### src/wams_pkg.sv
// Shared types, codes and microprogram for the adjacency matrix store.
`timescale 1ns / 1ps
package wams_pkg;

  // Weight pattern that marks a missing edge (IEEE +infinity).
  localparam logic [63:0] NO_EDGE = 64'h7FF0_0000_0000_0000;

  localparam int UPC_W     = 5;
  localparam int CFG_W     = 5;
  localparam int CFG_IDX_W = 1;

  // Configuration register indexes.
  localparam logic [CFG_IDX_W-1:0] CFG_VCOUNT   = 1'd0;
  localparam logic [CFG_IDX_W-1:0] CFG_DIRECTED = 1'd1;

  // Action codes.
  localparam logic [2:0] ACT_ADD        = 3'd0;
  localparam logic [2:0] ACT_REMOVE     = 3'd1;
  localparam logic [2:0] ACT_READ       = 3'd2;
  localparam logic [2:0] ACT_TRANSPOSE  = 3'd3;
  localparam logic [2:0] ACT_SCAN_START = 3'd4;
  localparam logic [2:0] ACT_SCAN_STEP  = 3'd5;

  // Microprogram step addresses.
  localparam logic [UPC_W-1:0] ST_CLR  = 5'd0;
  localparam logic [UPC_W-1:0] ST_IDLE = 5'd1;
  localparam logic [UPC_W-1:0] ST_FIN  = 5'd2;
  localparam logic [UPC_W-1:0] ST_AD0  = 5'd3;
  localparam logic [UPC_W-1:0] ST_AD1  = 5'd4;
  localparam logic [UPC_W-1:0] ST_AD2  = 5'd5;
  localparam logic [UPC_W-1:0] ST_RD0  = 5'd6;
  localparam logic [UPC_W-1:0] ST_RD1  = 5'd7;
  localparam logic [UPC_W-1:0] ST_T0   = 5'd8;
  localparam logic [UPC_W-1:0] ST_TI   = 5'd9;
  localparam logic [UPC_W-1:0] ST_TJ   = 5'd10;
  localparam logic [UPC_W-1:0] ST_T1   = 5'd11;
  localparam logic [UPC_W-1:0] ST_T2   = 5'd12;
  localparam logic [UPC_W-1:0] ST_T3   = 5'd13;
  localparam logic [UPC_W-1:0] ST_TNI  = 5'd14;
  localparam logic [UPC_W-1:0] ST_SC0  = 5'd15;
  localparam logic [UPC_W-1:0] ST_SC1  = 5'd16;
  localparam logic [UPC_W-1:0] ST_SCX  = 5'd17;
  localparam logic [UPC_W-1:0] ST_SS0  = 5'd18;
  localparam logic [UPC_W-1:0] ST_SS1  = 5'd19;
  localparam logic [UPC_W-1:0] ST_SA0  = 5'd20;
  localparam logic [UPC_W-1:0] ST_SA1  = 5'd21;
  localparam logic [UPC_W-1:0] ST_SA2  = 5'd22;

  typedef struct packed {
    logic [2:0]  action;
    logic [7:0]  src_vertex;
    logic [7:0]  dst_vertex;
    logic [63:0] weight_in;
  } in_t;

  typedef struct packed {
    logic        status;
    logic [63:0] weight_out;
    logic        scan_valid;
    logic [3:0]  scan_row;
    logic [4:0]  scan_column;
  } out_t;

  typedef enum logic [2:0] {
    A_SD, A_DS, A_IJ, A_JI, A_SCAN, A_CLR
  } addr_sel_t;

  typedef enum logic [1:0] {
    WD_ADD, WD_RD, WD_TMP, WD_NOEDGE
  } wd_sel_t;

  typedef enum logic [1:0] {
    I_HOLD, I_CLR, I_INC
  } i_op_t;

  typedef enum logic [1:0] {
    J_HOLD, J_LOAD, J_INC
  } j_op_t;

  typedef enum logic [1:0] {
    SC_HOLD, SC_START, SC_KILL, SC_INC
  } scan_op_t;

  typedef enum logic [3:0] {
    C_NEVER, C_ALWAYS, C_NOT_RANGE, C_DIRECTED, C_UNDIRECTED, C_S_OUT,
    C_I_DONE, C_J_DONE, C_SCAN_DONE, C_EDGE, C_CLR_MORE
  } cond_t;

  // One microprogram control word.
  typedef struct packed {
    addr_sel_t         addr_sel;
    logic              wr_en;
    wd_sel_t           wd_sel;
    logic              wout_ld;
    logic              tmp_ld;
    i_op_t             i_op;
    j_op_t             j_op;
    scan_op_t          scan_op;
    logic              clr_inc;
    logic              done;
    logic              dispatch;
    cond_t             cond;
    logic [UPC_W-1:0]  target;
  } ctrl_t;

  // Datapath conditions tested by the sequencer.
  typedef struct packed {
    logic not_range;
    logic directed;
    logic s_out;
    logic i_done;
    logic j_done;
    logic scan_done;
    logic is_edge;
    logic clr_more;
  } flags_t;

  // Microprogram ROM. A taken condition jumps to target, else the step counter advances.
  function automatic ctrl_t ucode(input logic [UPC_W-1:0] step);
    ctrl_t w;
    w = '0;
    case (step)
      ST_CLR: begin
        w.addr_sel = A_CLR; w.wr_en = 1'b1; w.wd_sel = WD_NOEDGE;
        w.clr_inc = 1'b1; w.cond = C_CLR_MORE; w.target = ST_CLR;
      end
      ST_IDLE: w.dispatch = 1'b1;
      ST_FIN: begin
        w.done = 1'b1; w.cond = C_ALWAYS; w.target = ST_IDLE;
      end
      // Add or remove: the entry, then its mirror when undirected.
      ST_AD0: begin
        w.cond = C_NOT_RANGE; w.target = ST_FIN;
      end
      ST_AD1: begin
        w.addr_sel = A_SD; w.wr_en = 1'b1; w.wd_sel = WD_ADD;
        w.cond = C_DIRECTED; w.target = ST_FIN;
      end
      ST_AD2: begin
        w.addr_sel = A_DS; w.wr_en = 1'b1; w.wd_sel = WD_ADD;
        w.cond = C_ALWAYS; w.target = ST_FIN;
      end
      // Read one entry.
      ST_RD0: begin
        w.addr_sel = A_SD; w.cond = C_NOT_RANGE; w.target = ST_FIN;
      end
      ST_RD1: begin
        w.wout_ld = 1'b1; w.cond = C_ALWAYS; w.target = ST_FIN;
      end
      // Transpose, directed only: swap (i,j) and (j,i) over the upper triangle.
      ST_T0: begin
        w.i_op = I_CLR; w.cond = C_UNDIRECTED; w.target = ST_FIN;
      end
      ST_TI: begin
        w.j_op = J_LOAD; w.cond = C_I_DONE; w.target = ST_FIN;
      end
      ST_TJ: begin
        w.addr_sel = A_IJ; w.cond = C_J_DONE; w.target = ST_TNI;
      end
      ST_T1: begin
        w.addr_sel = A_JI; w.tmp_ld = 1'b1;
      end
      ST_T2: begin
        w.addr_sel = A_IJ; w.wr_en = 1'b1; w.wd_sel = WD_RD;
      end
      ST_T3: begin
        w.addr_sel = A_JI; w.wr_en = 1'b1; w.wd_sel = WD_TMP;
        w.j_op = J_INC; w.cond = C_ALWAYS; w.target = ST_TJ;
      end
      ST_TNI: begin
        w.i_op = I_INC; w.cond = C_ALWAYS; w.target = ST_TI;
      end
      // Scan start.
      ST_SC0: begin
        w.cond = C_S_OUT; w.target = ST_SCX;
      end
      ST_SC1: begin
        w.scan_op = SC_START; w.cond = C_ALWAYS; w.target = ST_SA0;
      end
      ST_SCX: begin
        w.scan_op = SC_KILL; w.cond = C_ALWAYS; w.target = ST_FIN;
      end
      // Scan step.
      ST_SS0: begin
        w.cond = C_SCAN_DONE; w.target = ST_FIN;
      end
      ST_SS1: w.scan_op = SC_INC;
      // Advance the cursor to the next entry that holds an edge.
      ST_SA0: begin
        w.addr_sel = A_SCAN; w.cond = C_SCAN_DONE; w.target = ST_FIN;
      end
      ST_SA1: begin
        w.wout_ld = 1'b1; w.cond = C_EDGE; w.target = ST_FIN;
      end
      ST_SA2: begin
        w.scan_op = SC_INC; w.cond = C_ALWAYS; w.target = ST_SA0;
      end
      default: begin
        w.cond = C_ALWAYS; w.target = ST_IDLE;
      end
    endcase
    return w;
  endfunction

  // First step of each action's routine.
  function automatic logic [UPC_W-1:0] entry_step(input logic [2:0] action);
    logic [UPC_W-1:0] s;
    case (action)
      ACT_ADD, ACT_REMOVE: s = ST_AD0;
      ACT_READ:            s = ST_RD0;
      ACT_TRANSPOSE:       s = ST_T0;
      ACT_SCAN_START:      s = ST_SC0;
      ACT_SCAN_STEP:       s = ST_SS0;
      default:             s = ST_FIN;
    endcase
    return s;
  endfunction

endpackage

### src/wams_seq.sv
// Microprogram sequencer: step counter, control ROM, condition jumps and dispatch.
`timescale 1ns / 1ps
module wams_seq (
  input  logic                   clk,
  input  logic                   rst_n,
  input  logic                   start,
  input  logic [2:0]             action,
  input  wams_pkg::flags_t       flags,
  output wams_pkg::ctrl_t        ctrl,
  output logic                   busy,
  output logic                   accept
);
  import wams_pkg::*;

  logic [UPC_W-1:0] upc_r;
  logic [UPC_W-1:0] upc_nxt;
  logic             cond_hit;

  // Control word of the current step.
  assign ctrl   = ucode(upc_r);
  assign busy   = (upc_r != ST_IDLE);
  assign accept = start && !busy;

  // Condition select.
  always_comb begin
    case (ctrl.cond)
      C_NEVER:      cond_hit = 1'b0;
      C_ALWAYS:     cond_hit = 1'b1;
      C_NOT_RANGE:  cond_hit = flags.not_range;
      C_DIRECTED:   cond_hit = flags.directed;
      C_UNDIRECTED: cond_hit = !flags.directed;
      C_S_OUT:      cond_hit = flags.s_out;
      C_I_DONE:     cond_hit = flags.i_done;
      C_J_DONE:     cond_hit = flags.j_done;
      C_SCAN_DONE:  cond_hit = flags.scan_done;
      C_EDGE:       cond_hit = flags.is_edge;
      C_CLR_MORE:   cond_hit = flags.clr_more;
      default:      cond_hit = 1'b0;
    endcase
  end

  // Next step: dispatch from idle, a taken jump, or the following step.
  always_comb begin
    upc_nxt = upc_r + 1'b1;
    if (ctrl.dispatch) begin
      upc_nxt = start ? entry_step(action) : upc_r;
    end else if (cond_hit) begin
      upc_nxt = ctrl.target;
    end
  end

  // Reset starts the clearing pass.
  always_ff @(posedge clk) begin
    if (!rst_n) begin
      upc_r <= ST_CLR;
    end else begin
      upc_r <= upc_nxt;
    end
  end

endmodule

### config.mk
export PLATFORM = sky130hd
export DESIGN_NAME = wams_seq
export DESIGN_NICKNAME = d
export VERILOG_FILES = /design/src/wams_pkg.sv /design/src/wams_seq.sv
export SDC_FILE = /design/constraint.sdc
export NUM_CORES = 1
export LEC_CHECK = 0
export BUFFER_PORTS_ARGS = -buffer_cell sky130_fd_sc_hd__buf_2
export CAP_MARGIN = 15
export CORE_MARGIN = 3
export CORE_UTILIZATION = 35
export DETAILED_ROUTE_END_ITERATION = 10
export GPL_ROUTABILITY_DRIVEN = 0
export PLACE_DENSITY = 0.73
export SLEW_MARGIN = 20
export SYNTH_ARGS = -nofsm -noshare
export SYNTH_HDL_FRONTEND = slang
export SYNTH_SLANG_ARGS = --single-unit
### constraint.sdc
create_clock -name clk -period 2.91 [get_ports clk]
set_input_delay 0.1455 -clock clk [delete_from_list [all_inputs] [get_ports clk]]
set_output_delay 0.1455 -clock clk [all_outputs]
set_load 0.03 [all_outputs]
==> summary.md <==
| Metric | Value |
|---|---|
| Status | `finished clean` |
| FMAX | `around 0.37 GHz` |
| Io pins | `42` |
| Crit path capture type | `register` |
| Worst Path Max Fanout | `7` |
| Site row count | `19` |
| Minimum clock period | `2730 ps` |
| Met2 usage | `0.323` |
| Total Nets Final | `~220` |
| Vias | `1339` |
| Pre-Repair DR Iteration Count | `5` |
| Synth Instances | `152` |
| VDD IR max | `0.567 mV` |
| YS warnings | `0` |
| Crit path max-delay cell type | `or3b_4` |
| Tot GR Track Use | `0.190` |
| Fin util | `0.493` |
| Root Driver | `clkbuf_4` |
| Filler cell count | `301` |
| Vias per Instance | `5.77` |
| Die Area | `0.00366 mm²` |
| Largest net degree at the start of global routing | `15` |
| GR Util met3 | `0.0149` |
| Most flops, register | `upc_r` |
| Setup bufs post-CTS | `0` |
| Largest register FFs | `5` |
| Post-synth net total | `171` |
| Initial antenna violation count | `0` |
| Vias in the first global route | `1183` |
| Wire per inst | `around 15 µm` |
| Antenna Violating Nets Remaining | `0` |
| CTS Buf Count | `3` |
| Yosys reg bits | `5` |
| CTS clk-pin slew, worst paths | `50 ps` |
| PortBufs | `~40` |
| Commonest non-fill, non-tap cell in the layout | `buf_2` |
| Pleak | `0.634 nW` |
| Startpoint types | `register` |
| Crit path cell chain | `inv_1, ha_1, or3b_4, a211oi_4, a221oi_1, o32a_1, nor4bb_1, a311o_1, a31o_1` |
| Detailed placement HPWL | `2.71 mm` |
| Top_reg_cell synth | `dfxtp_1` |
| Overall power | `around 1.2 mW` |
| Final WL | `3.43 mm` |
| Clock Path Buffers | `2` |
| Initial DRC count | `74` |
| Data required, critical path | `3060 ps` |
| Post-route DRC | `0` |
| Worst hold path type | `input pin to register` |
| Met1 usage | `0.247` |
| Starting Density | `0.373` |
| Share of layout cells above drive strength 1 | `0.338` |
| # diodes | `0` |
| Clock Skew | `6.08 ps` |
| # Max-Cap Violations | `0` |
| H-Tree Depth | `1` |
| WP data arrival | `about 2900 ps` |
| Grt ovf | `0` |
| Unique masters post-synth | `45` |
| Slew HR | `0.632` |
| Final setup fails | `0` |
| GR peak layer | `met2` |
| Hold_buf cts | `0` |
| RSZ-0062 raised after global routing | `yes` |
| Post-synth EDFFs | `0` |
| Clock Latency Late Sink | `260 ps` |
| CTS tree | `built` |
| Seq/Total Area, Yosys | `0.0964` |
| Global-route wire length before repair | `around 5.4 mm` |
| Die Ht | `60.5 µm` |
| Die width | `around 60 µm` |
| Ys async rst share | `0` |
| Regs by FF count | `upc_r: 5 flops` |
| Worst slew pin tran | `between 500 and 600 ps` |
| CP max stage delay | `440 ps` |
| # resized after CTS | `0` |
| Area delta synth->final | `31.9%` |
| CP Class | `register to register` |
| R2R Setup Slk | `180 ps` |
| Tcrit/Tclk final | `0.939` |
| Hold Fails Final Rpt | `0` |
| Core box area | `~0.0028 mm²` |
| Most frequent cells in the layout | `buf_2, nor2_1, buf_4, nand2_1, a21oi_1` |
| Average cell area after synthesis | `approximately 6.8 µm²` |
| Slew Viols, Final | `0` |
| PD cells | `approximately 840 mW/mm²` |
| Mapped Area | `0.00104 mm²` |
| Clock Sinks | `5` |
[worst paths after layout]
| check | from | to | depth (start not counted) |
|---|---|---|---|
| hold / removal | rst_n | upc_r[0] | 3 |
| setup / recovery | upc_r[0] | upc_r[1] | 9 |
| hold reg to reg | upc_r[0] | upc_r[0] | 1 |
| setup reg to reg | upc_r[0] | upc_r[1] | 9 |
[cell usage after synthesis, types with 2 or more instances]
| master | n | area, µm² |
|---|---|---|
| o311ai_0 | 4 | 35.0 |
| a21oi_1 | 11 | 55.1 |
| dfxtp_1 | 5 | 100 |
| and2_1 | 2 | 12.5 |
| clkbuf_1 | 4 | 15.0 |
| and3_1 | 5 | 31.3 |
| nand3_1 | 4 | 20.0 |
| buf_2 | 5 | 25.0 |
| nand2b_1 | 4 | 25.0 |
| o211ai_1 | 3 | 22.5 |
| nor2_1 | 15 | 56.3 |
| ha_1 | 5 | 62.6 |
| a2111o_1 | 2 | 22.5 |
| nand2_1 | 14 | 52.6 |
| nor3_1 | 9 | 45.0 |
| nor3b_1 | 2 | 15.0 |
| xnor2_1 | 3 | 26.3 |
| o21ai_0 | 10 | 50.1 |
| nor2b_1 | 5 | 31.3 |
| a311o_1 | 2 | 20.0 |
| or2_2 | 4 | 25.0 |
| xor2_1 | 2 | 17.5 |
| o21bai_1 | 2 | 15.0 |
| inv_1 | 7 | 26.3 |
| nand3b_1 | 2 | 15.0 |
| mux2i_1 | 2 | 20.0 |
[through the flow]
| step | hold slack [ps] | TNS [ps] | area [µm²] | worst slack (ps) | cells |
|---|---|---|---|---|---|
| finish | 215 | 0 | 1370 | 178 | 232 |
| global route | 227 | -0.750 | 1370 | -0.750 | 232 |
| CTS | 212 | 0 | 1370 | 150 | 232 |
| detailed placement | 473 | 0 | 1340 | 170 | 228 |
| global placement | 463 | 0 | 1340 | 236 | 228 |
| floorplan | 303 | 0 | 1040 | 177 | 152 |
[report_power, final]
part	internal, mW	switching, mW
Clock	0.0521	0.0328
Combinational	0.349	0.617
Sequential	0.0815	0.0235
Total	0.482	0.674
[per-layer routing]
| layer | vias to the layer above | routed length (µm) |
|---|---|---|
| met4 | 0 | 52 |
| met3 | 6 | 248 |
| met5 | - | 0 |
| li1 | 655 | - |
| met1 | 620 | 1450 |
| met2 | 58 | 1680 |
[worst max-delay path: cells and delay by family (launching register included)]
kind,cells,cell delay (ps)
AOI/OAI and AO/OA,5,1250
and+or+nand+nor,2,590
DFF,1,350
adders and majority gates,1,310
buffers and inverters,1,120
[layout make-up]
cell class              count  area (µm²)  share of cell area
multi-input cells         129         861               0.628
repair buffers             56         318               0.232
flip-flops and latches      5         100              0.0731
well taps                  31        38.8              0.0283
clock buffers               4        26.3              0.0192
inverters                   7        26.3              0.0192
[kinds of logic after synthesis]
family                   Yosys count  synth area share
XOR/XNOR                           5            0.0422
AO/OA/AOI/OAI                     46             0.342
buffers and inverters             18            0.0783
flip-flops                         5            0.0964
multiplexers                       2            0.0193
adder cells (fa/ha/maj)            5            0.0602
AND/OR/NAND/NOR                   71             0.361
Note: power is estimated with default switching activity, not from simulation.
